===== config.mk =====
export PLATFORM = sky130hd
export DESIGN_NAME = html_to_text_stripper_core_flat
export DESIGN_NICKNAME = d
export VERILOG_FILES = /design/src/sv/hts_pkg.sv /design/src/sv/hts_in_if.sv /design/src/sv/hts_out_if.sv /design/src/sv/hts_ctrl.sv /design/src/sv/hts_dp.sv /design/src/sv/html_to_text_stripper_core.sv /design/src/flat_wrapper.sv
export SDC_FILE = /design/constraint.sdc
export NUM_CORES = 1
export LEC_CHECK = 0
export BUFFER_PORTS_ARGS = -buffer_cell sky130_fd_sc_hd__buf_2
export CORE_UTILIZATION = 30
export DETAILED_ROUTE_END_ITERATION = 16
export HOLD_SLACK_MARGIN = 0.12
export PLACE_DENSITY_LB_ADDON = 0.25
export SYNTH_ARGS = -nofsm -noshare
export SYNTH_HDL_FRONTEND = slang
export SYNTH_HIERARCHICAL = 1
export SYNTH_SLANG_ARGS = --single-unit
export TNS_END_PERCENT = 50

===== constraint.sdc =====
create_clock -name clk -period 9.4 [get_ports clk]
set_input_delay 0.94 -clock clk [delete_from_list [all_inputs] [get_ports clk]]
set_output_delay 0.94 -clock clk [all_outputs]
set_load 0.005 [all_outputs]

===== src/sv/hts_pkg.sv =====
// Shared types, constants and helper functions of the HTML to text stripper.
`default_nettype none

package hts_pkg;

  typedef enum logic [3:0] {
    MODE_TEXT,
    MODE_TAG,
    MODE_TAG_DQ,
    MODE_TAG_DQ_ESC,
    MODE_TAG_SQ,
    MODE_TAG_SQ_ESC,
    MODE_COMMENT,
    MODE_COMMENT_END,
    MODE_SCRIPT,
    MODE_STYLE,
    MODE_CDATA
  } mode_t;

  typedef enum logic [2:0] {
    ST_IDLE,
    ST_DECIDE,
    ST_SKIP,
    ST_ENT,
    ST_UTF
  } state_t;

  typedef struct packed {
    logic accept;
    logic decide;
    logic drop;
    logic skip;
    logic ent;
    logic utf;
    logic flush;
  } cmd_t;

  typedef struct packed {
    logic empty;
    logic one;
    logic full;
    logic undecided;
    logic more;
    logic ent_num;
    logic can_emit;
    logic hold_pend;
    logic out_free;
    logic skip_last;
    logic ent_good;
    logic utf_last;
  } sts_t;

  localparam int SKIP_W      = 5;
  localparam int RES_CNT_W   = 5;
  localparam int MAX_RESULTS = 16;
  localparam int CP_W        = 21;
  localparam int NUM_W       = 25;

  localparam logic [NUM_W-1:0] CP_MAX  = 25'h010FFFF;
  localparam logic [CP_W-1:0]  SUR_LO  = 21'h00D800;
  localparam logic [CP_W-1:0]  SUR_HI  = 21'h00DFFF;

  localparam logic [7:0] CH_LT   = 8'h3C;
  localparam logic [7:0] CH_GT   = 8'h3E;
  localparam logic [7:0] CH_AMP  = 8'h26;
  localparam logic [7:0] CH_SEMI = 8'h3B;
  localparam logic [7:0] CH_HASH = 8'h23;
  localparam logic [7:0] CH_X    = 8'h78;
  localparam logic [7:0] CH_DQ   = 8'h22;
  localparam logic [7:0] CH_SQ   = 8'h27;
  localparam logic [7:0] CH_BSL  = 8'h5C;
  localparam logic [7:0] CH_DASH = 8'h2D;
  localparam logic [7:0] CH_RBR  = 8'h5D;
  localparam logic [7:0] CH_BANG = 8'h21;
  localparam logic [7:0] CH_SP   = 8'h20;
  localparam logic [7:0] CH_NL   = 8'h0A;
  localparam logic [7:0] CH_TAB  = 8'h09;
  localparam logic [7:0] CH_CR   = 8'h0D;

  localparam logic [47:0] PAT_SCRIPT     = "script";
  localparam logic [39:0] PAT_STYLE      = "style";
  localparam logic [63:0] PAT_CDATA      = "![cdata[";
  localparam logic [79:0] PAT_BQ         = "blockquote";
  localparam logic [95:0] PAT_BQ_END     = "/blockquote>";
  localparam logic [71:0] PAT_SCRIPT_END = "</script>";
  localparam logic [63:0] PAT_STYLE_END  = "</style>";
  localparam logic [23:0] PAT_CDATA_END  = "]]>";

  function automatic logic is_ws(input logic [7:0] c);
    return (c == CH_SP) || (c == CH_TAB) || (c == CH_CR) || (c == CH_NL);
  endfunction

  function automatic logic [7:0] fold(input logic [7:0] c);
    return ((c >= 8'h41) && (c <= 8'h5A)) ? c + 8'd32 : c;
  endfunction

  // {valid, value}
  function automatic logic [4:0] digit_val(input logic [7:0] c, input logic hex);
    logic [4:0] r;
    r = 5'd0;
    if ((c >= 8'h30) && (c <= 8'h39)) begin
      r = {1'b1, 4'(c - 8'h30)};
    end else if (hex && (c >= 8'h61) && (c <= 8'h66)) begin
      r = {1'b1, 4'(c - 8'h57)};
    end else if (hex && (c >= 8'h41) && (c <= 8'h46)) begin
      r = {1'b1, 4'(c - 8'h37)};
    end
    return r;
  endfunction

  // Encoded length minus one
  function automatic logic [1:0] utf8_len(input logic [CP_W-1:0] v);
    logic [1:0] r;
    if (v < 21'h80) begin
      r = 2'd0;
    end else if (v < 21'h800) begin
      r = 2'd1;
    end else if (v < 21'h10000) begin
      r = 2'd2;
    end else begin
      r = 2'd3;
    end
    return r;
  endfunction

  function automatic logic [7:0] utf8_byte(input logic [CP_W-1:0] v, input logic [1:0] lm1,
                                           input logic [1:0] idx);
    logic [7:0] r;
    r = v[7:0];
    case (lm1)
      2'd0: r = v[7:0];
      2'd1: r = (idx == 2'd0) ? {3'b110, v[10:6]} : {2'b10, v[5:0]};
      2'd2: begin
        case (idx)
          2'd0:    r = {4'b1110, v[15:12]};
          2'd1:    r = {2'b10, v[11:6]};
          default: r = {2'b10, v[5:0]};
        endcase
      end
      default: begin
        case (idx)
          2'd0:    r = {5'b11110, v[20:18]};
          2'd1:    r = {2'b10, v[17:12]};
          2'd2:    r = {2'b10, v[11:6]};
          default: r = {2'b10, v[5:0]};
        endcase
      end
    endcase
    return r;
  endfunction

endpackage

`default_nettype wire


===== src/sv/hts_in_if.sv =====
// Input channel of the stripper: one HTML source byte per item.
`default_nettype none

interface hts_in_if;
  logic       valid;
  logic       ready;
  logic [7:0] in_byte;

  modport source (output valid, output in_byte, input ready);
  modport sink (input valid, input in_byte, output ready);
endinterface

`default_nettype wire


===== src/sv/hts_out_if.sv =====
// Result channel of the stripper: one text byte per item with an end-of-step flag.
`default_nettype none

interface hts_out_if;
  logic       valid;
  logic       ready;
  logic [7:0] out_byte;
  logic       out_last;

  modport source (output valid, output out_byte, output out_last, input ready);
  modport sink (input valid, input out_byte, input out_last, output ready);
endinterface

`default_nettype wire


===== src/sv/hts_ctrl.sv =====
// Sequencing state machine of the stripper.
`default_nettype none

module hts_ctrl (
  input  wire logic          clk,
  input  wire logic          rst_n,
  input  wire logic          in_valid,
  output logic               in_ready,
  input  wire hts_pkg::sts_t sts,
  output hts_pkg::cmd_t      cmd
);

  hts_pkg::state_t state_r;
  hts_pkg::state_t state_nxt;

  always_ff @(posedge clk) begin
    if (!rst_n) begin
      state_r <= hts_pkg::ST_IDLE;
    end else begin
      state_r <= state_nxt;
    end
  end

  always_comb begin
    state_nxt = state_r;
    case (state_r)
      hts_pkg::ST_IDLE: begin
        if (in_valid && in_ready) begin
          state_nxt = hts_pkg::ST_DECIDE;
        end
      end
      hts_pkg::ST_DECIDE: begin
        if (sts.empty) begin
          state_nxt = hts_pkg::ST_IDLE;
        end else if (sts.undecided) begin
          if (!sts.full) begin
            state_nxt = hts_pkg::ST_IDLE;
          end
        end else if (sts.can_emit) begin
          if (sts.ent_num) begin
            state_nxt = hts_pkg::ST_ENT;
          end else if (sts.more) begin
            state_nxt = hts_pkg::ST_SKIP;
          end else if (sts.one) begin
            state_nxt = hts_pkg::ST_IDLE;
          end
        end
      end
      hts_pkg::ST_SKIP: begin
        if (sts.skip_last) begin
          state_nxt = sts.one ? hts_pkg::ST_IDLE : hts_pkg::ST_DECIDE;
        end
      end
      hts_pkg::ST_ENT: begin
        if (sts.skip_last) begin
          if (sts.ent_good) begin
            state_nxt = hts_pkg::ST_UTF;
          end else begin
            state_nxt = sts.one ? hts_pkg::ST_IDLE : hts_pkg::ST_DECIDE;
          end
        end
      end
      hts_pkg::ST_UTF: begin
        if (sts.can_emit && sts.utf_last) begin
          state_nxt = sts.empty ? hts_pkg::ST_IDLE : hts_pkg::ST_DECIDE;
        end
      end
      default: state_nxt = hts_pkg::ST_IDLE;
    endcase
  end

  always_comb begin
    cmd      = '0;
    in_ready = 1'b0;
    case (state_r)
      hts_pkg::ST_IDLE: begin
        in_ready   = !sts.hold_pend || sts.out_free;
        cmd.accept = in_valid && in_ready;
        cmd.flush  = sts.hold_pend && sts.out_free;
      end
      hts_pkg::ST_DECIDE: begin
        if (!sts.empty) begin
          if (sts.undecided) begin
            cmd.drop = sts.full;
          end else begin
            cmd.decide = sts.can_emit;
          end
        end
      end
      hts_pkg::ST_SKIP: cmd.skip = 1'b1;
      hts_pkg::ST_ENT:  cmd.ent  = 1'b1;
      hts_pkg::ST_UTF:  cmd.utf  = sts.can_emit;
      default:          cmd      = '0;
    endcase
  end

endmodule

`default_nettype wire


===== src/sv/hts_dp.sv =====
// Datapath of the stripper: lookahead register, parse state, entity unit and result staging.
`default_nettype none

module hts_dp #(
  parameter int DEPTH = 16,
  parameter int EML   = 10,
  parameter int QDB   = 8
) (
  input  wire logic          clk,
  input  wire logic          rst_n,
  input  wire hts_pkg::cmd_t cmd,
  output hts_pkg::sts_t      sts,
  input  wire logic [7:0]    in_byte,
  input  wire logic          cfg_we,
  input  wire logic          cfg_wdata,
  input  wire logic          out_ready,
  output logic               out_valid,
  output logic [7:0]         out_byte,
  output logic               out_last
);

  localparam int CNT_W = $clog2(DEPTH + 2);
  localparam int ELIM  = (EML < DEPTH) ? EML : DEPTH;
  localparam int SW    = hts_pkg::SKIP_W;

  logic [7:0]                    lab_r [DEPTH+1];
  logic [CNT_W-1:0]              count_r;
  hts_pkg::mode_t                mode_r;
  logic [QDB-1:0]                depth_r;
  logic [7:0]                    last_r;
  logic                          any_r;
  logic                          sq_r;
  logic [SW-1:0]                 skip_r;
  logic [1:0]                    ent_pre_r;
  logic                          ent_hex_r;
  logic                          ent_bad_r;
  logic [hts_pkg::CP_W-1:0]      ent_val_r;
  logic [1:0]                    utf_idx_r;
  logic                          hold_v_r;
  logic [7:0]                    hold_b_r;
  logic [hts_pkg::RES_CNT_W-1:0] res_cnt_r;
  logic                          out_v_r;
  logic [7:0]                    out_b_r;
  logic                          out_l_r;

  logic [7:0]        h;
  logic [CNT_W-1:0]  rem;
  logic              depth_zero;
  logic              m_cm, m_sc, m_st, m_cd, m_bo, m_bc, t_found;
  logic              e_sc_ok, e_st_ok, e_cd_ok;
  logic              n_hit, n_ws, n_hex, n_num, n_bad0;
  logic [SW-1:0]     n_f;
  logic              dec_undec, dec_emit, dec_space, dec_inc, dec_dec, dec_ent;
  logic [SW-1:0]     dec_adv;
  hts_pkg::mode_t    dec_mode;
  logic              space_ok, emit_req, emit_fire, store_ok, do_shift, out_free;
  logic [7:0]        emit_b;
  logic [4:0]        dv;
  logic [hts_pkg::NUM_W-1:0] nv;
  logic              digit_bad;
  logic [1:0]        utf_lm1;

  assign h          = lab_r[0];
  assign rem        = count_r - CNT_W'(1);
  assign depth_zero = (depth_r == '0);

  // pattern matches around the head byte
  always_comb begin
    m_cm = (rem >= CNT_W'(3)) && (lab_r[1] == hts_pkg::CH_BANG) &&
           (lab_r[2] == hts_pkg::CH_DASH) && (lab_r[3] == hts_pkg::CH_DASH);
    m_sc = (rem >= CNT_W'(7)) &&
           (hts_pkg::is_ws(lab_r[7]) || (lab_r[7] == hts_pkg::CH_GT));
    for (int j = 0; j < 6; j++) begin
      if (hts_pkg::fold(lab_r[j+1]) != hts_pkg::PAT_SCRIPT[8*(5-j) +: 8]) m_sc = 1'b0;
    end
    m_st = (rem >= CNT_W'(6)) &&
           (hts_pkg::is_ws(lab_r[6]) || (lab_r[6] == hts_pkg::CH_GT));
    for (int j = 0; j < 5; j++) begin
      if (hts_pkg::fold(lab_r[j+1]) != hts_pkg::PAT_STYLE[8*(4-j) +: 8]) m_st = 1'b0;
    end
    m_cd = (rem >= CNT_W'(8));
    for (int j = 0; j < 8; j++) begin
      if (hts_pkg::fold(lab_r[j+1]) != hts_pkg::PAT_CDATA[8*(7-j) +: 8]) m_cd = 1'b0;
    end
    m_bo = sq_r && (rem >= CNT_W'(11)) &&
           (hts_pkg::is_ws(lab_r[11]) || (lab_r[11] == hts_pkg::CH_GT));
    for (int j = 0; j < 10; j++) begin
      if (hts_pkg::fold(lab_r[j+1]) != hts_pkg::PAT_BQ[8*(9-j) +: 8]) m_bo = 1'b0;
    end
    m_bc = sq_r && !depth_zero && (rem >= CNT_W'(12));
    for (int j = 0; j < 12; j++) begin
      if (hts_pkg::fold(lab_r[j+1]) != hts_pkg::PAT_BQ_END[8*(11-j) +: 8]) m_bc = 1'b0;
    end
    t_found = 1'b0;
    for (int j = 0; j < 12; j++) begin
      if ((CNT_W'(j) < rem) &&
          (hts_pkg::is_ws(lab_r[j+1]) || (lab_r[j+1] == hts_pkg::CH_GT))) t_found = 1'b1;
    end
    e_sc_ok = 1'b1;
    for (int j = 0; j < 9; j++) begin
      if ((CNT_W'(j) < count_r) &&
          (hts_pkg::fold(lab_r[j]) != hts_pkg::PAT_SCRIPT_END[8*(8-j) +: 8])) e_sc_ok = 1'b0;
    end
    e_st_ok = 1'b1;
    for (int j = 0; j < 8; j++) begin
      if ((CNT_W'(j) < count_r) &&
          (hts_pkg::fold(lab_r[j]) != hts_pkg::PAT_STYLE_END[8*(7-j) +: 8])) e_st_ok = 1'b0;
    end
    e_cd_ok = 1'b1;
    for (int j = 0; j < 3; j++) begin
      if ((CNT_W'(j) < count_r) &&
          (lab_r[j] != hts_pkg::PAT_CDATA_END[8*(2-j) +: 8])) e_cd_ok = 1'b0;
    end
  end

  // entity terminator search
  always_comb begin
    n_hit = 1'b0;
    n_ws  = 1'b0;
    n_f   = '0;
    for (int k = 0; k < ELIM; k++) begin
      if (!n_hit && (CNT_W'(k) < rem) &&
          (hts_pkg::is_ws(lab_r[k+1]) || (lab_r[k+1] == hts_pkg::CH_SEMI))) begin
        n_hit = 1'b1;
        n_ws  = hts_pkg::is_ws(lab_r[k+1]);
        n_f   = SW'(k);
      end
    end
    n_hex  = (lab_r[2] == hts_pkg::CH_X);
    n_num  = n_hit && !n_ws && (n_f >= SW'(2)) && (lab_r[1] == hts_pkg::CH_HASH);
    n_bad0 = (n_f == (n_hex ? SW'(2) : SW'(1)));
  end

  // head decision
  always_comb begin
    dec_undec = 1'b0;
    dec_adv   = SW'(1);
    dec_mode  = mode_r;
    dec_emit  = 1'b0;
    dec_space = 1'b0;
    dec_inc   = 1'b0;
    dec_dec   = 1'b0;
    dec_ent   = 1'b0;
    case (mode_r)
      hts_pkg::MODE_TEXT: begin
        if (h == hts_pkg::CH_LT) begin
          if (m_cm) begin
            dec_mode = hts_pkg::MODE_COMMENT;
            dec_adv  = SW'(4);
          end else if (m_sc) begin
            dec_mode = hts_pkg::MODE_SCRIPT;
            dec_adv  = SW'(8);
          end else if (m_st) begin
            dec_mode = hts_pkg::MODE_STYLE;
            dec_adv  = SW'(7);
          end else if (m_cd) begin
            dec_mode = hts_pkg::MODE_CDATA;
            dec_adv  = SW'(9);
          end else if (m_bo) begin
            dec_inc  = 1'b1;
            dec_mode = hts_pkg::MODE_TAG;
          end else if (m_bc) begin
            dec_dec  = 1'b1;
            dec_mode = hts_pkg::MODE_TAG;
          end else if ((rem < CNT_W'(12)) && !t_found) begin
            dec_undec = 1'b1;
          end else begin
            dec_mode = hts_pkg::MODE_TAG;
          end
        end else if (depth_zero) begin
          if (h == hts_pkg::CH_AMP) begin
            if (n_hit) begin
              if (!n_ws) begin
                dec_adv = n_f + SW'(2);
                dec_ent = n_num;
              end
            end else if (rem <= CNT_W'(ELIM)) begin
              dec_undec = 1'b1;
            end
          end else begin
            dec_emit = 1'b1;
          end
        end
      end
      hts_pkg::MODE_TAG: begin
        if (h == hts_pkg::CH_DQ) begin
          dec_mode = hts_pkg::MODE_TAG_DQ;
        end else if (h == hts_pkg::CH_SQ) begin
          dec_mode = hts_pkg::MODE_TAG_SQ;
        end else if (h == hts_pkg::CH_GT) begin
          dec_mode  = hts_pkg::MODE_TEXT;
          dec_space = 1'b1;
        end
      end
      hts_pkg::MODE_TAG_DQ: begin
        if (h == hts_pkg::CH_DQ) begin
          dec_mode = hts_pkg::MODE_TAG;
        end else if (h == hts_pkg::CH_BSL) begin
          dec_mode = hts_pkg::MODE_TAG_DQ_ESC;
        end
      end
      hts_pkg::MODE_TAG_DQ_ESC: dec_mode = hts_pkg::MODE_TAG_DQ;
      hts_pkg::MODE_TAG_SQ: begin
        if (h == hts_pkg::CH_SQ) begin
          dec_mode = hts_pkg::MODE_TAG;
        end else if (h == hts_pkg::CH_BSL) begin
          dec_mode = hts_pkg::MODE_TAG_SQ_ESC;
        end
      end
      hts_pkg::MODE_TAG_SQ_ESC: dec_mode = hts_pkg::MODE_TAG_SQ;
      hts_pkg::MODE_COMMENT: begin
        if (h == hts_pkg::CH_DASH) begin
          if (rem == '0) begin
            dec_undec = 1'b1;
          end else if (lab_r[1] == hts_pkg::CH_DASH) begin
            dec_mode = hts_pkg::MODE_COMMENT_END;
            dec_adv  = SW'(2);
          end
        end
      end
      hts_pkg::MODE_COMMENT_END: begin
        if (h == hts_pkg::CH_GT) begin
          dec_mode = hts_pkg::MODE_TEXT;
        end else if (!hts_pkg::is_ws(h)) begin
          dec_mode = hts_pkg::MODE_COMMENT;
        end
      end
      hts_pkg::MODE_SCRIPT: begin
        if ((h == hts_pkg::CH_LT) && e_sc_ok) begin
          if (count_r < CNT_W'(9)) begin
            dec_undec = 1'b1;
          end else begin
            dec_space = 1'b1;
            dec_mode  = hts_pkg::MODE_TEXT;
            dec_adv   = SW'(9);
          end
        end
      end
      hts_pkg::MODE_STYLE: begin
        if ((h == hts_pkg::CH_LT) && e_st_ok) begin
          if (count_r < CNT_W'(8)) begin
            dec_undec = 1'b1;
          end else begin
            dec_space = 1'b1;
            dec_mode  = hts_pkg::MODE_TEXT;
            dec_adv   = SW'(8);
          end
        end
      end
      hts_pkg::MODE_CDATA: begin
        if ((h == hts_pkg::CH_RBR) && e_cd_ok) begin
          if (count_r < CNT_W'(3)) begin
            dec_undec = 1'b1;
          end else begin
            dec_mode = hts_pkg::MODE_TEXT;
            dec_adv  = SW'(3);
          end
        end else begin
          dec_emit = depth_zero;
        end
      end
      default: dec_mode = hts_pkg::MODE_TEXT;
    endcase
  end

  // entity digit and encoder
  always_comb begin
    dv = hts_pkg::digit_val(h, ent_hex_r);
    if (ent_hex_r) begin
      nv = {ent_val_r, 4'b0000} + hts_pkg::NUM_W'(dv[3:0]);
    end else begin
      nv = ({4'b0000, ent_val_r} << 3) + ({4'b0000, ent_val_r} << 1) +
           hts_pkg::NUM_W'(dv[3:0]);
    end
    digit_bad = !dv[4] || (nv > hts_pkg::CP_MAX);
    utf_lm1   = hts_pkg::utf8_len(ent_val_r);
  end

  assign out_free  = !out_v_r || out_ready;
  assign space_ok  = any_r && (last_r != hts_pkg::CH_SP) && (last_r != hts_pkg::CH_NL);
  assign emit_req  = dec_emit || (dec_space && space_ok);
  assign emit_b    = cmd.utf ? hts_pkg::utf8_byte(ent_val_r, utf_lm1, utf_idx_r) :
                     (dec_space ? hts_pkg::CH_SP : h);
  assign emit_fire = (cmd.decide && emit_req) || cmd.utf;
  assign store_ok  = res_cnt_r < hts_pkg::RES_CNT_W'(hts_pkg::MAX_RESULTS);
  assign do_shift  = cmd.decide || cmd.drop || cmd.skip || cmd.ent;

  always_comb begin
    sts.empty     = (count_r == '0);
    sts.one       = (count_r == CNT_W'(1));
    sts.full      = (count_r == CNT_W'(DEPTH + 1));
    sts.undecided = dec_undec;
    sts.more      = (dec_adv != SW'(1));
    sts.ent_num   = dec_ent;
    sts.can_emit  = !hold_v_r || out_free;
    sts.hold_pend = hold_v_r;
    sts.out_free  = out_free;
    sts.skip_last = (skip_r == SW'(1));
    sts.ent_good  = !ent_bad_r && !((ent_val_r >= hts_pkg::SUR_LO) &&
                                    (ent_val_r <= hts_pkg::SUR_HI));
    sts.utf_last  = (utf_idx_r == utf_lm1);
  end

  always_ff @(posedge clk) begin
    if (!rst_n) begin
      count_r   <= '0;
      mode_r    <= hts_pkg::MODE_TEXT;
      depth_r   <= '0;
      last_r    <= '0;
      any_r     <= 1'b0;
      sq_r      <= 1'b0;
      hold_v_r  <= 1'b0;
      res_cnt_r <= '0;
      out_v_r   <= 1'b0;
    end else begin
      if (cfg_we) begin
        sq_r <= cfg_wdata;
      end
      if (cmd.accept) begin
        count_r   <= count_r + CNT_W'(1);
        res_cnt_r <= '0;
      end else if (do_shift) begin
        count_r <= count_r - CNT_W'(1);
      end
      if (cmd.decide) begin
        mode_r <= dec_mode;
        if (dec_inc && (depth_r != '1)) begin
          depth_r <= depth_r + QDB'(1);
        end
        if (dec_dec) begin
          depth_r <= depth_r - QDB'(1);
        end
      end
      if (hold_v_r && ((emit_fire && store_ok) || cmd.flush)) begin
        out_v_r <= 1'b1;
      end else if (out_v_r && out_ready) begin
        out_v_r <= 1'b0;
      end
      if (emit_fire) begin
        last_r <= emit_b;
        any_r  <= 1'b1;
        if (store_ok) begin
          hold_v_r  <= 1'b1;
          res_cnt_r <= res_cnt_r + hts_pkg::RES_CNT_W'(1);
        end
      end
      if (cmd.flush && hold_v_r) begin
        hold_v_r <= 1'b0;
      end
    end
  end

  always_ff @(posedge clk) begin
    for (int j = 0; j <= DEPTH; j++) begin
      if (do_shift) begin
        if (j < DEPTH) begin
          lab_r[j] <= lab_r[j+1];
        end
      end else if (cmd.accept && (count_r == CNT_W'(j))) begin
        lab_r[j] <= in_byte;
      end
    end
    if (cmd.decide) begin
      skip_r    <= dec_adv - SW'(1);
      ent_val_r <= '0;
      ent_hex_r <= n_hex;
      ent_pre_r <= n_hex ? 2'd2 : 2'd1;
      ent_bad_r <= n_bad0;
    end
    if (cmd.skip || cmd.ent) begin
      skip_r <= skip_r - SW'(1);
    end
    if (cmd.ent) begin
      if (ent_pre_r != 2'd0) begin
        ent_pre_r <= ent_pre_r - 2'd1;
      end else if ((skip_r != SW'(1)) && !ent_bad_r) begin
        if (digit_bad) begin
          ent_bad_r <= 1'b1;
        end else begin
          ent_val_r <= nv[hts_pkg::CP_W-1:0];
        end
      end
      utf_idx_r <= 2'd0;
    end
    if (cmd.utf) begin
      utf_idx_r <= utf_idx_r + 2'd1;
    end
    if (emit_fire && store_ok) begin
      if (hold_v_r) begin
        out_b_r <= hold_b_r;
        out_l_r <= 1'b0;
      end
      hold_b_r <= emit_b;
    end
    if (cmd.flush && hold_v_r) begin
      out_b_r <= hold_b_r;
      out_l_r <= 1'b1;
    end
  end

  assign out_valid = out_v_r;
  assign out_byte  = out_b_r;
  assign out_last  = out_l_r;

endmodule

`default_nettype wire


===== src/sv/html_to_text_stripper_core.sv =====
// Top level of the HTML to plain-text stripper.
//
//   channel  | dir | handshake     | payload
//   in_if    | in  | valid/ready   | in_byte[7:0]
//   out_if   | out | valid/ready   | out_byte[7:0], out_last
//   cfg      | in  | cfg_we        | cfg_wdata (skip_quoted)
//
// A byte that settles at once is first loaded into the lookahead register and then
// decided. Further bytes consumed from the lookahead (tag openers, end markers,
// entities, replays) are handled one after another, and so is each UTF-8 byte.
// The last result of a step is held back one slot and released with out_last set.
// Reset is synchronous and clears the state machine, counters, parse mode and valid flags.
// Once two results wait on a stalled result channel, every decision and every UTF-8
// byte holds; input waits meanwhile.
`default_nettype none

module html_to_text_stripper_core #(
  parameter int LOOKAHEAD_DEPTH  = 16,
  parameter int ENTITY_MAX_LEN   = 10,
  parameter int QUOTE_DEPTH_BITS = 8
) (
  input wire logic  clk,
  input wire logic  rst_n,
  hts_in_if.sink    in_if,
  hts_out_if.source out_if,
  input wire logic  cfg_we,
  input wire logic  cfg_wdata
);

  hts_pkg::cmd_t cmd;
  hts_pkg::sts_t sts;

  hts_ctrl u_ctrl (
    .clk      (clk),
    .rst_n    (rst_n),
    .in_valid (in_if.valid),
    .in_ready (in_if.ready),
    .sts      (sts),
    .cmd      (cmd)
  );

  hts_dp #(
    .DEPTH (LOOKAHEAD_DEPTH),
    .EML   (ENTITY_MAX_LEN),
    .QDB   (QUOTE_DEPTH_BITS)
  ) u_dp (
    .clk       (clk),
    .rst_n     (rst_n),
    .cmd       (cmd),
    .sts       (sts),
    .in_byte   (in_if.in_byte),
    .cfg_we    (cfg_we),
    .cfg_wdata (cfg_wdata),
    .out_ready (out_if.ready),
    .out_valid (out_if.valid),
    .out_byte  (out_if.out_byte),
    .out_last  (out_if.out_last)
  );

endmodule

`default_nettype wire


===== src/flat_wrapper.sv =====
// flat-port wrapper written by rule: the top's interface ports become plain ports
module html_to_text_stripper_core_flat 
#(
  parameter int LOOKAHEAD_DEPTH  = 16,
  parameter int ENTITY_MAX_LEN   = 10,
  parameter int QUOTE_DEPTH_BITS = 8
)
  (clk, rst_n, cfg_we, cfg_wdata, in_if_valid, in_if_in_byte, in_if_ready, out_if_valid, out_if_out_byte, out_if_out_last, out_if_ready);
  hts_in_if in_if_i ();
  hts_out_if out_if_i ();
  input wire logic clk;
  input wire logic rst_n;
  input wire logic cfg_we;
  input wire logic cfg_wdata;
  input wire logic [$bits(in_if_i.valid)-1:0] in_if_valid;
  input wire logic [$bits(in_if_i.in_byte)-1:0] in_if_in_byte;
  output wire logic [$bits(in_if_i.ready)-1:0] in_if_ready;
  output wire logic [$bits(out_if_i.valid)-1:0] out_if_valid;
  output wire logic [$bits(out_if_i.out_byte)-1:0] out_if_out_byte;
  output wire logic [$bits(out_if_i.out_last)-1:0] out_if_out_last;
  input wire logic [$bits(out_if_i.ready)-1:0] out_if_ready;
  assign in_if_i.valid = in_if_valid;
  assign in_if_i.in_byte = in_if_in_byte;
  assign in_if_ready = in_if_i.ready;
  assign out_if_valid = out_if_i.valid;
  assign out_if_out_byte = out_if_i.out_byte;
  assign out_if_out_last = out_if_i.out_last;
  assign out_if_i.ready = out_if_ready;
  html_to_text_stripper_core #(.LOOKAHEAD_DEPTH(LOOKAHEAD_DEPTH), .ENTITY_MAX_LEN(ENTITY_MAX_LEN), .QUOTE_DEPTH_BITS(QUOTE_DEPTH_BITS)) u_core (.clk(clk), .rst_n(rst_n), .in_if(in_if_i), .out_if(out_if_i), .cfg_we(cfg_we), .cfg_wdata(cfg_wdata));
endmodule

==> Yosys cells after proc, flatten, opt, wreduce, memory -nomap -nowiden <==
Memory sizes are Yosys's and may differ from the RTL's.
Index checks and enable logic that the tools add are counted.
{ "op_classes": {"n_addsub": 29, "n_mul": 0, "div_mod_pow": 0, "order_cmp": 71, "n_eq_ne": 207, "shifts": 0, "n_mux": 354, "bitwise_logic": 17, "n_reduce_logical": 226} }
{ "op_table": {"columns": ["op", "count"], "rows": [
  ["$ne A8 B7 Y1 const B", 47],
  ["$eq A8 B6 Y1 const B", 46],
  ["$eq A8 B4 Y1 const B", 39],
  ["$mux W8", 37],
  ["$mux W1", 215],
  ["$mux W4", 34],
  ["$le A8 B7 Y1 const B", 15],
  ["$mux W5", 24],
  ["$logic_and A1 B1 Y1", 115],
  ["$ge A8 B7 Y1 const B", 14],
  ["$mux W21", 5],
  ["$add A8 B6 Y8 const B", 13],
  ["$logic_or A1 B1 Y1", 71],
  ["$ne A8 B6 Y1 const B", 8],
  ["$add A25 B4 Y25", 2],
  ["$pmux W4 S11", 1],
  ["$eq A5 B4 Y1 const B", 8],
  ["$lt A3 B5 Y1 const A", 8],
  ["$mux W3", 12],
  ["$mux W2", 16],
  ["$add A24 B22 Y25", 1],
  ["$gt A25 B21 Y1 const B", 1],
  ["$lt A4 B5 Y1 const A", 5],
  ["$mux W25", 1],
  ["other kinds (72)", 166]
]} }
{ "word_totals": {"register_bits": 86, "latchBits": 0, "ram_bits": 136, "rom_bits": 0, "input_bits": 14, "out_inout_bits": 11, "wordCells": 924, "memories": 1} }
{ "memory_table": {"columns": ["memory", "depth", "width", "rd", "rd_clocked_by_memory_dff", "write_ports", "line_no", "text"], "rows": [
  ["u_core.u_dp.lab_r", 17, 8, 17, 0, 16, "hts_dp.sv:26", "logic [7:0] lab_r [DEPTH+1];"]
]} }

==> Longest topological paths before layout <==
Gate-level depths: netlist of run 1.
An unclocked memory read counts as a cell.
{ "depth": {"depth_word": 59, "depth_mapped": 24, "ltp_nobuf": 22} }

==> Cells and area by module <==
Netlist of run 1, hierarchy kept.
{ "modules_own_cells": {"columns": ["module", "instances", "cells_each", "area_each_um2", "seq_area_each_um2"], "rows": [
  ["hts_dp", 1, 1735, 16528.4, 5985.7],
  ["hts_ctrl", 1, 41, 321.6, 60.1]
]} }

==> Worst setup path before layout of run 1 <==
OpenSTA, ideal clock, no wires.
{ "synth_path": {"kind": "flip-flop to flip-flop", "start": "memory u_core.u_dp.lab_r[0][3]", "end": "register u_core/u_dp/ent_val_r[12] in the netlist's numbering", "setup_time_ps": 123, "arrival_ps": 5206, "required_time_ps": 9277, "setup_slack_ps": 4071, "stages_incl_launch_ff": 22, "n_path_buf": 2, "period_less_slack_ps": 5329, "cell_sequence": "edfxtp_1 -> clkbuf_1 -> or3_1 -> nor2_1 -> nand4_1 -> or4b_2 -> nand2_1 -> ha_1 -> ha_1 -> inv_1 -> fa_1 -> nor2b_1 -> o21a_1 -> o21ai_0 -> a21oi_1 -> o41a_1 -> xor2_1 -> mux2i_1 -> o2111ai_1 -> a2111oi_1 -> buf_2 -> mux2_1"} }
{ "synth_lines": {"columns": ["item", "line_no", "text"], "rows": [
  ["start, declared", "hts_dp.sv:26", null],
  ["end signal, assigned", "hts_dp.sv:380", "ent_val_r <= nv[hts_pkg::CP_W-1:0];"],
  ["end, declared", "hts_dp.sv:37", "logic [hts_pkg::CP_W-1:0] ent_val_r;"]
]} }

==> results by group, run 1 <==
Route
  – Drt total wl: 54.9 mm
  – Detailed Routing Iterations Pass 1: 7
  – Via count: 14423
  – Via density: 5.74
  – WL/cell: 21.8 µm
  – Antenna Nets Post-Route: 0
  – Initial DRC count: 1138
  – # DRC: 0

Clocking
  – CTS tree: done
  – Clock slew at reported path FFs: 0.07 ns
  – CTS Hold Bufs: 0
  – H-tree levels: 1
  – Max Root-Sink Buffers: 3
  – Total CTS buffers: 27
  – Post-CTS Setup Inserts: 0
  – Total clock sinks: 222
  – Root buf cell: clkbuf_16
  – Post-CTS Resized: 0
  – Clock latency on the worst-skew pair: 0.58 ns

Layout
  – # diodes: 0
  – Core Util, Final: 33.4%
  – Area Growth Syn to Fin: 9.76%
  – Most common cell after layout, fill and taps aside: edfxtp_1
  – # fillers: 5721
  – Final nets: 1850
  – Most frequent cells in the layout: 160 x edfxtp_1, 153 x nor2_1, 134 x nand2_1
  – Share of cells above drive strength 1: 15.1%

Synth
  – Yosys reg bits: 222
  – Syn. warnings: 6
  – Ys async rst share: 0%
  – Net Count, Synth: 1882
  – Synth cell types: 112
  – Avg Synthesized Cell Area: 9.49 µm²
  – Syn Std Cell Area: 0.0168 mm²
  – Post-synth EDFFs: 160
  – Main synth FF type: edfxtp_1
  – Syn Inst Count: 1776
  – Post-synthesis sequential area ratio: 35.9%

Worst hold path
  – Hold Path Depth: 0
  – Worst hold start: u_core/u_dp/hold_b_r[6]
  – Hold Path End: u_core/u_dp/out_byte[6]
  – Worst Hold Class: reg -> reg

Worst setup path
  – Crit path max fanout: 25
  – Worst r2r path cells: 17
  – WP data required: 9.73 ns
  – Origin of the critical flop-to-flop path: u_core/u_dp/count_r[0]
  – R2R setup slack: 2.27 ns
  – Critical setup path kind: reg -> reg
  – Critical R2R Capture: u_core/u_dp/lab_r[0][55]
  – Worst path arrival time: 7.46 ns
  – Crit. End Element: flip-flop
  – Startpoint types: flip-flop

Floorplan
  – DIE HEIGHT: 239 µm
  – Initial Util: 30.5%
  – Std cell rows: 86
  – Core ar.: 0.0553 mm²
  – Die ar.: 0.0571 mm²
  – Die width: 239 µm
  – Num ports: 25

Pwr
  – Pleak: 6.59 nW
  – Maximum vdd drop: 0.162 mV
  – Power Dens Cells: 270 mW/mm²

STA
  – Final setup violation count: 0
  – Final setup TNS: 0 ns
  – Final hold violations: 0
  – Worst slew margin: 14.2%
  – Final min period: 7.13 ns
  – Fin. max-slew vios: 0
  – Slew of the pin with the lowest slew margin: 1.27 ns
  – RSZ-0062 raised after global routing: false
  – Hold Slack: 0.424 ns
  – Clock skew: 0.0229 ns
  – Final period util: 75.9%
  – Fmax: 0.140 GHz

Flow run
  – # Max-Cap Violations: 0

Placed design
  – Hpwl dp: 41.1 mm
  – Gpl congestion: 0.963
  – PortBufs: 24

GRT
  – First-pass GRT wire length: 84.3 mm
  – Pin count of the biggest net entering global routing: 39
  – Antenna violations before repair: 0
  – Number of global-route vias before repair: 13886
  – Aggregate global routing overflow: 0
  – Global Route Usage Sum: 19.0%

Run status
  – Outcome: complete, no violations
power breakdown:
part           total (mW)  internal (mW)  switching (mW)
Clock                1.09          0.642           0.444
Combinational        1.91          0.720            1.19
Sequential           1.99           1.50           0.492
Total                4.99           2.86            2.12
layout make-up:
| cell class | count | area (µm²) | share of cell area (%) |
|---|---|---|---|
| Multi-Input combinational cell | 1396 | 10200 | 54.9 |
| Sequential cell | 222 | 6050 | 32.7 |
| Tap cell | 748 | 936 | 5.06 |
| Clock buffer | 32 | 694 | 3.75 |
| Inverter | 60 | 225 | 1.22 |
| Clock inverter | 18 | 218 | 1.18 |
| Timing Repair Buffer | 37 | 215 | 1.16 |
registers in the layout, indices dropped and copies added, names as in the netlist, 4 cells and up:
register,count
u_core/u_dp/lab_r,136
u_core/u_dp/ent_val_r,21
u_core/u_dp/depth_r,8
u_core/u_dp/hold_b_r,8
u_core/u_dp/last_r,8
u_core/u_dp/out_byte,8
u_core/u_dp/count_r,5
u_core/u_dp/res_cnt_r,5
u_core/u_dp/skip_r,5
u_core/u_dp/mode_r,4
synthesized netlist by cell type (all sizes together), types with 9 or more instances:
| cell | count | area, µm² |
|---|---|---|
| dfxtp | 62 | 1240 |
| o21bai | 11 | 82.6 |
| o21ai | 80 | 408 |
| nor4b | 13 | 114 |
| o31ai | 21 | 158 |
| nor3b | 14 | 105 |
| nor2b | 38 | 238 |
| edfxtp | 160 | 4800 |
| a211oi | 14 | 110 |
| ha | 89 | 1110 |
| or3 | 19 | 124 |
| or2 | 12 | 75.1 |
| o211ai | 16 | 125 |
| a22o | 12 | 105 |
| clkbuf | 70 | 264 |
| nor4 | 37 | 274 |
| o21a | 16 | 120 |
| nand2b | 32 | 200 |
| o2111ai | 9 | 78.8 |
| nand3b | 11 | 82.6 |
| nand4b | 12 | 105 |
| a21o | 20 | 150 |
| a2111oi | 10 | 96.3 |
| nor3 | 45 | 241 |
| a31oi | 16 | 100 |
| nand4 | 36 | 225 |
| nand2 | 135 | 514 |
| a21oi | 78 | 398 |
| nor2 | 154 | 578 |
| and2 | 12 | 75.1 |
| xor2 | 12 | 105 |
| buf | 28 | 166 |
| xnor2 | 20 | 175 |
| or4 | 10 | 86.3 |
| mux2i | 42 | 420 |
| mux2 | 133 | 1500 |
| nand3 | 45 | 230 |
| and3 | 18 | 113 |
| inv | 59 | 221 |
routing by layer:
layer | vias up | global-route usage, % | share of wire, %
met5 | - | 0 | 0
met4 | 0 | 5.59 | 2.6
met3 | 84 | 2.58 | 5.7
met2 | 469 | 31.5 | 47
met1 | 7126 | 25.5 | 44
li1 | 6744 | - | -
critical path, cell delays in order (launching register included):
cell and delay [ns]:
dfxtp_1 0.82, inv_1 0.27, ha_1 0.43, xor2_1 0.25
nor4_1 0.63, a2bb2oi_1 0.32, nor4_4 0.11, nor3_2 0.29
nand4_1 0.17, o211ai_1 0.51, nor3_2 0.27, inv_1 0.55
nand2_1 0.43, nor2_2 0.17, buf_4 0.30, nand3_1 0.26
nor2_1 0.65, mux2_2 0.41
through the flow:
stage | total power [mW] | instance area (µm²) | cells | worst slack [ns]
after global placement | 3.83 | 17600 | 2462 | 2.55
final | 4.99 | 18500 | 2513 | 2.27
after floorplan | 3.20 | 16800 | 1776 | 4.07
after CTS | 4.97 | 18500 | 2512 | 2.28
after global routing | 5.25 | 18500 | 2513 | 1.80
after detailed placement | 3.87 | 17600 | 2462 | 2.26
cell families after synthesis:
family | after synthesis | share of synthesized area (%)
buf+inv | 158 | 3.89
simple gates | 686 | 22.6
xor+xnor | 32 | 1.66
flops | 222 | 35.9
compound gates | 410 | 17.5
fa+ha+maj | 93 | 7.02
mux | 175 | 11.4
worst max-delay path by stage:
| stage | startpoint | end | slack, ns | cells past startpoint |
|---|---|---|---|---|
| CTS | u_core/u_dp/count_r[0] | u_core/u_dp/lab_r[0][55] | 2.28 | 17 |
| finish | u_core/u_dp/count_r[0] | u_core/u_dp/lab_r[0][55] | 2.27 | 17 |
| global placement | u_core/u_dp/count_r[0] | u_core/u_dp/lab_r[0][55] | 2.55 | 17 |
| global route | u_core/u_dp/count_r[0] | u_core/u_dp/out_byte[3] | 1.80 | 18 |
| detailed placement | u_core/u_dp/count_r[0] | u_core/u_dp/lab_r[0][54] | 2.26 | 17 |
| floorplan | u_core/u_dp/lab_r[0][3] | u_core/u_dp/ent_val_r[12] | 4.07 | 21 |
No activity file was read; power rests on OpenSTA's default activity.
==> run 2: changes to the inputs <==
==> constraint.sdc (replaced) <==
create_clock -name clk -period 7.3 [get_ports clk]
set_input_delay 0.73 -clock clk [delete_from_list [all_inputs] [get_ports clk]]
set_output_delay 0.73 -clock clk [all_outputs]
set_load 0.005 [all_outputs]
==> run 2 against run 1 <==
  * Clock power up 22%
  * Die area unchanged
  * Combinational power up 31%
  * Clock-buffer cell count up 4
==> results by group, run 2 (same netlist as run 1, synthesis figures left out) <==
Run status
  – Outcome: complete, no violations (unchanged)

STA
  – Worst slew margin: 15.1% (was 14.2%)
  – Final min period: 6.62 ns (was 7.13 ns)
  – RSZ-0062 raised after global routing: false (unchanged)
  – Clock skew: 0.0244 ns (was 0.0229 ns)
  – Slew of the pin with the lowest slew margin: 1.24 ns (was 1.27 ns)
  – Fmax: 0.151 GHz (was 0.140 GHz)
  – Final setup TNS: 0 ns (unchanged)
  – Final hold violations: 0 (unchanged)
  – Fin. max-slew vios: 0 (unchanged)
  – Final period util: 90.6% (was 75.9%)
  – Final setup violation count: 0 (unchanged)

Pwr
  – Logic pwr share: 39.0% (was 38.3%)
  – Power Dens Cells: 346 mW/mm² (was 270 mW/mm²)
  – Clk pwr share: 20.7% (was 21.8%)
  – Int Pwr: 3.65 mW (was 2.86 mW)
  – Pleak: 6.61 nW (was 6.59 nW)
  – Seq pwr share: 40.3% (was 40.0%)
  – Switching share of power: 43.0% (was 42.6%)
  – Maximum vdd drop: 0.183 mV (was 0.162 mV)
  – Switching pwr: 2.75 mW (was 2.12 mW)

Route
  – Initial DRC count: 1274 (was 1138)
  – Drt total wl: 56.2 mm (was 54.9 mm)
  – Via density: 5.77 (was 5.74)
  – Via count: 14518 (was 14423)
  – # DRC: 0 (unchanged)
  – Antenna Nets Post-Route: 0 (unchanged)
  – Detailed Routing Iterations Pass 1: 7 (unchanged)
  – WL/cell: 22.3 µm (was 21.8 µm)

Clocking
  – Max Root-Sink Buffers: 3 (unchanged)
  – Post-CTS Setup Inserts: 0 (unchanged)
  – Clock slew at reported path FFs: 0.06 ns (was 0.07 ns)
  – Post-CTS Resized: 0 (unchanged)
  – CTS tree: done (unchanged)
  – H-tree levels: 1 (unchanged)
  – Total CTS buffers: 26 (was 27)
  – Total clock sinks: 222 (unchanged)
  – Clock latency on the worst-skew pair: 0.56 ns (was 0.58 ns)
  – Root buf cell: clkbuf_16 (unchanged)
  – CTS Hold Bufs: 0 (unchanged)

Layout
  – Most frequent cells in the layout: 160 x edfxtp_1, 153 x nor2_1, 134 x nand2_1 (unchanged)
  – # diodes: 0 (unchanged)
  – Max reg flops: 136 (unchanged)
  – Area Growth Syn to Fin: 9.82% (was 9.76%)
  – Top reg by flops: u_core/u_dp/lab_r (unchanged)
  – Core Util, Final: 33.5% (was 33.4%)
  – Final nets: 1856 (was 1850)
  – Largest registers: u_core/u_dp/lab_r: 136 flops, u_core/u_dp/ent_val_r: 21 flops (unchanged)
  – Share of cells above drive strength 1: 15.5% (was 15.1%)
  – Most common cell after layout, fill and taps aside: edfxtp_1 (unchanged)

Worst setup path
  – Worst Path Buf+Inv: 3 (unchanged)
  – Origin of the critical flop-to-flop path: u_core/u_dp/count_r[0] (unchanged)
  – Worst path arrival time: 6.93 ns (was 7.46 ns)
  – Startpoint types: flip-flop (unchanged)
  – Critical R2R Capture: u_core/u_dp/lab_r[0][112] (was u_core/u_dp/lab_r[0][55])
  – Critical Path Max Stage Delay: 0.81 ns (was 0.82 ns)
  – R2R setup slack: 0.68 ns (was 2.27 ns)
  – Critical-path top delay cell: dfxtp_1 (unchanged)
  – Crit. End Element: flip-flop (unchanged)
  – CP cell instances: inv_1 > ha_1 > xor2_1 > nor4_1 > a2bb2oi_1 > nor4_4 > nor3_2 > nand4_1 > o211ai_1 > nor3_2 > buf_4 > inv_1 > nand2_1 > nor2_2 > nand3_1 > nor2_1 > mux2_2 (was inv_1 > ha_1 > xor2_1 > nor4_1 > a2bb2oi_1 > nor4_4 > nor3_2 > nand4_1 > o211ai_1 > nor3_2 > inv_1 > nand2_1 > nor2_2 > buf_4 > nand3_1 > nor2_1 > mux2_2)
  – Crit path max fanout: 24 (was 25)
  – Critical setup path kind: reg -> reg (unchanged)
  – CP top delay family: simple AND/OR/NAND/NOR gates (unchanged)
  – WP data required: 7.61 ns (was 9.73 ns)
  – Worst r2r path cells: 17 (unchanged)

Worst hold path
  – Worst Hold Class: in -> reg (was reg -> reg)
  – Hold Path Depth: 3 (was 0)
  – Worst hold start: cfg_wdata (was u_core/u_dp/hold_b_r[6])
  – Hold Path End: u_core/u_dp/sq_r (was u_core/u_dp/out_byte[6])

Placed design
  – Hpwl dp: 42.5 mm (was 41.1 mm)
  – PortBufs: 24 (unchanged)
  – Gpl congestion: 0.982 (was 0.963)

Floorplan
  – Die ar.: 0.0571 mm² (unchanged)
  – DIE HEIGHT: 239 µm (unchanged)
  – Num ports: 25 (unchanged)
  – Std cell rows: 86 (unchanged)
  – Core ar.: 0.0553 mm² (unchanged)
  – Die width: 239 µm (unchanged)
  – Initial Util: 30.5% (unchanged)

GRT
  – First-pass GRT wire length: 85.7 mm (was 84.3 mm)
  – Aggregate global routing overflow: 0 (unchanged)
  – Pin count of the biggest net entering global routing: 40 (was 39)
  – Global Route Usage Sum: 19.3% (was 19.0%)
  – Number of global-route vias before repair: 13883 (was 13886)
  – Antenna violations before repair: 0 (unchanged)

Flow run
  – # Max-Cap Violations: 0 (unchanged)
-- run 2: changes by cell type in the layout (fill, tap and decap cells not counted), moves of 2 or more --
cell / before / now
inv_6: 1 / 3
buf_4: 12 / 20
clkbuf_8: 0 / 4
bufinv_16: 4 / 2
clkinv_1: 5 / 2
clkinvlp_4: 4 / 1
-- run 2: how the worst max path moves through the flow --
stage | slack (ns) | cells past startpoint | endpoint | from
after floorplan | 1.97 | 21 | u_core/u_dp/ent_val_r[12] | u_core/u_dp/lab_r[0][3]
after global placement | 1.07 | 16 | u_core/u_dp/lab_r[0][122] | u_core/u_dp/count_r[0]
after detailed placement | 0.84 | 17 | u_core/u_dp/lab_r[0][118] | u_core/u_dp/count_r[0]
after CTS | 0.80 | 17 | u_core/u_dp/lab_r[0][112] | u_core/u_dp/count_r[0]
after global routing | 0.25 | 17 | u_core/u_dp/lab_r[0][51] | u_core/u_dp/count_r[0]
final | 0.68 | 17 | u_core/u_dp/lab_r[0][112] | u_core/u_dp/count_r[0]
-- run 2: per-layer routing --
layer | global-route usage, % | up-vias | wire [µm]
met5 | 0 | - | 0
met4 | 5.67 | 0 | 1620
met3 | 1.76 | 92 | 2720
met2 | 32.0 | 490 | 26400
met1 | 26.6 | 7177 | 25400
li1 | - | 6759 | -
-- run 2: area by class of cell --
class | instances | area (µm²)
sequential | 222 | 6050
clock inverter | 12 | 138
clock buffer | 36 | 728
fill | 5805 | 36800
tap | 748 | 936
inverter | 60 | 225
timing repair buffer | 44 | 270
multi-input combinational | 1396 | 10200
-- run 2: power groups by stage --
stage / clock network [mW] / registers [mW] / logic, mW
2_1_floorplan: 0 / 2.17 / 1.95
5_1_grt: 1.41 / 2.64 / 2.69
3_3_place_gp: 0 / 2.58 / 2.42
4_1_cts: 1.36 / 2.56 / 2.46
3_5_place_dp: 0 / 2.58 / 2.45
6_report: 1.33 / 2.58 / 2.50
-- run 2: through the flow --
| step | setup WS [ns] | hold slack [ns] | area (µm²) | total power, mW | std cells |
|---|---|---|---|---|---|
| 5_1_grt | 0.251 | 0.430 | 18500 | 6.74 | 2518 |
| 6_report | 0.683 | 0.408 | 18500 | 6.40 | 2518 |
| 2_1_floorplan | 1.97 | 0.400 | 16800 | 4.12 | 1776 |
| 3_3_place_gp | 1.07 | 0.401 | 17600 | 5.00 | 2470 |
| 3_5_place_dp | 0.837 | 0.406 | 17600 | 5.03 | 2470 |
| 4_1_cts | 0.802 | 0.393 | 18500 | 6.37 | 2518 |
-- run 2: worst reg2reg max path: stages, from the launching register on --
cell	delay [ns]
dfxtp_1	0.81
inv_1	0.26
ha_1	0.41
xor2_1	0.25
nor4_1	0.71
a2bb2oi_1	0.33
nor4_4	0.11
nor3_2	0.30
nand4_1	0.19
o211ai_1	0.56
nor3_2	0.10
buf_4	0.21
inv_1	0.08
nand2_1	0.25
nor2_2	0.43
nand3_1	0.21
nor2_1	0.72
mux2_2	0.43
==> run 3: changes to the inputs <==
--- a/config.mk
+++ b/config.mk
@@ -7,6 +7,7 @@
 export LEC_CHECK = 0
 export BUFFER_PORTS_ARGS = -buffer_cell sky130_fd_sc_hd__buf_2
 export CORE_UTILIZATION = 30
+export CTS_CLUSTER_SIZE = 10
 export DETAILED_ROUTE_END_ITERATION = 16
 export HOLD_SLACK_MARGIN = 0.12
 export PLACE_DENSITY_LB_ADDON = 0.25
==> constraint.sdc (replaced) <==
create_clock -name clk -period 6 [get_ports clk]
set_input_delay 0.6 -clock clk [delete_from_list [all_inputs] [get_ports clk]]
set_output_delay 0.6 -clock clk [all_outputs]
set_load 0.005 [all_outputs]
==> run 3 against run 2 <==
  * Maximum frequency is 19% higher
  * Combinational power is 28% higher
  * Clock power is 20% higher
  * Total power is 23% higher
  * Sequential power is 19% higher
  * Flip-flop and latch count stayed put
  * Highest routed layer unchanged
  * Setup slack worse by 0.24 ns
  * Die area stayed put
==> results by group, run 3 (same netlist as run 1, synthesis figures left out) <==
Floorplan
  – Std cell rows: 86 (unchanged)
  – Die ar.: 0.0571 mm² (unchanged)
  – Core ar.: 0.0553 mm² (unchanged)
  – DIE HEIGHT: 239 µm (unchanged)
  – Num ports: 25 (unchanged)
  – Initial Util: 30.5% (unchanged)
  – Die width: 239 µm (unchanged)

Layout
  – Most common cell after layout, fill and taps aside: edfxtp_1 (unchanged)
  – Most frequent cells in the layout: 160 x edfxtp_1, 153 x nor2_1, 134 x nand2_1 (unchanged)
  – Top reg by flops: u_core/u_dp/lab_r (unchanged)
  – # fillers: 5770 (was 5805)
  – Share of cells above drive strength 1: 16.7% (was 15.5%)
  – Design area: 0.0188 mm² (was 0.0185 mm²)
  – Max reg flops: 136 (unchanged)
  – Final nets: 1889 (was 1856)
  – Largest registers: u_core/u_dp/lab_r: 136 flops, u_core/u_dp/ent_val_r: 21 flops (unchanged)
  – Area Growth Syn to Fin: 11.4% (was 9.82%)
  – Final Instance Count excl. Fillers: 2554 (was 2518)

Route
  – Drt total wl: 56.4 mm (was 56.2 mm)
  – Via density: 5.65 (was 5.77)
  – Via count: 14442 (was 14518)
  – Initial DRC count: 1290 (was 1274)
  – Antenna Nets Post-Route: 0 (unchanged)
  – # DRC: 0 (unchanged)
  – Detailed Routing Iterations Pass 1: 5 (was 7)
  – WL/cell: 22.1 µm (was 22.3 µm)

Clocking
  – Total CTS buffers: 28 (was 26)
  – Root buf cell: clkbuf_16 (unchanged)
  – Clock slew at reported path FFs: 0.06 ns (about the same)
  – H-tree levels: 1 (unchanged)
  – Max Root-Sink Buffers: 3 (unchanged)
  – CTS Hold Bufs: 0 (unchanged)
  – Clock latency on the worst-skew pair: 0.61 ns (was 0.56 ns)
  – CTS tree: done (unchanged)
  – Post-CTS Resized: 0 (unchanged)
  – Total clock sinks: 222 (unchanged)

Worst setup path
  – Startpoint types: flip-flop (unchanged)
  – R2R setup slack: 0.44 ns (was 0.68 ns)
  – Critical R2R Capture: u_core/u_dp/ent_val_r[12] (was u_core/u_dp/lab_r[0][112])
  – Worst path arrival time: 6.00 ns (was 6.93 ns)
  – Origin of the critical flop-to-flop path: u_core/u_dp/lab_r[0][4] (was u_core/u_dp/count_r[0])
  – WP data required: 6.44 ns (was 7.61 ns)
  – Crit. End Element: flip-flop (unchanged)
  – CP cell instances: or3_1 > nor2_1 > nand4_1 > or4b_2 > nand2_1 > ha_1 > ha_1 > inv_1 > fa_1 > nor2b_1 > o21a_1 > o21ai_0 > a21oi_1 > o41a_1 > a31oi_1 > xor2_1 > o21ai_0 > a2111oi_2 > buf_12 > mux2_1 (was inv_1 > ha_1 > xor2_1 > nor4_1 > a2bb2oi_1 > nor4_4 > nor3_2 > nand4_1 > o211ai_1 > nor3_2 > buf_4 > inv_1 > nand2_1 > nor2_2 > nand3_1 > nor2_1 > mux2_2)
  – Worst r2r path cells: 20 (was 17)
  – Critical Path Max Stage Delay: 0.64 ns (was 0.81 ns)
  – Critical setup path kind: reg -> reg (unchanged)
  – Crit path max fanout: 21 (was 24)
  – Critical-path top delay cell: or4b_2 (was dfxtp_1)
  – Critical Path Start: u_core/u_dp/lab_r[0][4] (was u_core/u_dp/count_r[0])

Placed design
  – # placed instances: 2499 (was 2470)
  – Cell Area, Placed: 0.0179 mm² (was 0.0176 mm²)
  – Hpwl dp: 42.5 mm (about the same)
  – Gpl congestion: 0.992 (was 0.982)
  – PortBufs: 24 (unchanged)
  – Pre-CTS WS: 0.409 ns (was 0.837 ns)

STA
  – Setup WS post-layout: 0.440 ns (was 0.683 ns)
  – Fin. max-slew vios: 0 (unchanged)
  – Final hold violations: 0 (unchanged)
  – Fmax: 0.180 GHz (was 0.151 GHz)
  – Final min period: 5.56 ns (was 6.62 ns)
  – Clock skew: 0.0679 ns (was 0.0244 ns)
  – Final setup TNS: 0 ns (unchanged)
  – Final period util: 92.7% (was 90.6%)
  – Worst slew margin: 20.4% (was 15.1%)
  – Final setup violation count: 0 (unchanged)
  – RSZ-0062 raised after global routing: false (unchanged)
  – Slew of the pin with the lowest slew margin: 1.18 ns (was 1.24 ns)

GRT
  – Global Route Usage Sum: 19.3% (about the same)
  – M1 GR Usage: 26.0% (was 26.6%)
  – Aggregate global routing overflow: 0 (unchanged)
  – Grt met2 use: 32.0% (about the same)
  – Antenna violations before repair: 1 (was 0)
  – Pin count of the biggest net entering global routing: 39 (was 40)
  – First-pass GRT wire length: 85.4 mm (was 85.7 mm)
  – Number of global-route vias before repair: 13863 (was 13883)
  – GRT met3 Usage: 2.17% (was 1.76%)
  – Most Crowded Layer GR: met2 (unchanged)

Pwr
  – Pleak: 6.78 nW (was 6.61 nW)
  – Switching pwr: 3.39 mW (was 2.75 mW)
  – Logic pwr share: 40.8% (was 39.0%)
  – Power Dens Cells: 420 mW/mm² (was 346 mW/mm²)
  – Switching share of power: 43.0% (about the same)
  – Int Pwr: 4.50 mW (was 3.65 mW)
  – Clk pwr share: 20.4% (was 20.7%)
  – Maximum vdd drop: 0.255 mV (was 0.183 mV)
  – Seq pwr share: 38.9% (was 40.3%)
  – Tot Pwr: 7.88 mW (was 6.40 mW)

Worst hold path
  – Hold Path End: u_core/u_dp/sq_r (unchanged)
  – Worst Hold Class: in -> reg (unchanged)
  – Hold Path Depth: 3 (unchanged)
  – Worst hold start: cfg_wdata (unchanged)

Flow run
  – # Max-Cap Violations: 0 (unchanged)

Run status
  – Outcome: complete, no violations (unchanged)
## run 3: power by group through the flow
stage	combinational, mW	sequential, mW	clock, mW
global route	3.47	3.12	1.71
global placement	3.12	3.07	0
detailed placement	3.14	3.08	0
floorplan	2.37	2.65	0
finish	3.21	3.06	1.60
CTS	3.16	3.05	1.65
## run 3: metrics by stage
step | hold WS, ns | util, %
final | 0.239 | 33.9
after CTS | 0.219 | 33.9
after floorplan | 0.400 | -
after global placement | 0.405 | 32.3
after detailed placement | 0.408 | 32.3
after global routing | 0.253 | 33.9
## run 3: critical path, delay by kind of cell, from the launching register on
kind | cells | cell delay, ns
adders and majority gates | 3 | 0.63
DFF | 1 | 0.50
xor gates and xnor gates | 1 | 0.17
and+or+nand+nor | 6 | 1.54
muxes | 1 | 0.34
AOI/OAI and AO/OA | 7 | 1.93
buffers and inverters | 2 | 0.32
## run 3: layout make-up
cell class	instances	area, µm²	area share (%)
clock buffers	47	823	4.39
repair buffers	75	515	2.75
inverters	60	225	1.20
flip-flops and latches	222	6050	32.2
multi-input cells	1396	10200	54.2
well taps	748	936	4.99
clock inverters	5	53.8	0.287
diodes	1	2.50	0.0133
## run 3: timing repair
| item | 4_1_cts | 5_1_grt |
|---|---|---|
| buffers inserted | 0 | 2 |
| setup endpoints to repair | 0 | 4 |
| hold endpoints to repair | 0 | 0 |
## run 3: worst max path at each step
stage	endpoint	cells after the start
floorplan	u_core/u_dp/ent_val_r[12]	21
global placement	u_core/u_dp/ent_val_r[16]	22
detailed placement	u_core/u_dp/ent_val_r[12]	22
CTS	u_core/u_dp/ent_val_r[14]	22
global route	u_core/u_dp/ent_val_r[14]	22
finish	u_core/u_dp/ent_val_r[12]	20
## run 3: routing by layer
metal,vias to the layer above,routed length [µm]
met2,420,26400
met4,0,1890
met3,101,2620
li1,6838,-
met1,7083,25400
met5,-,0
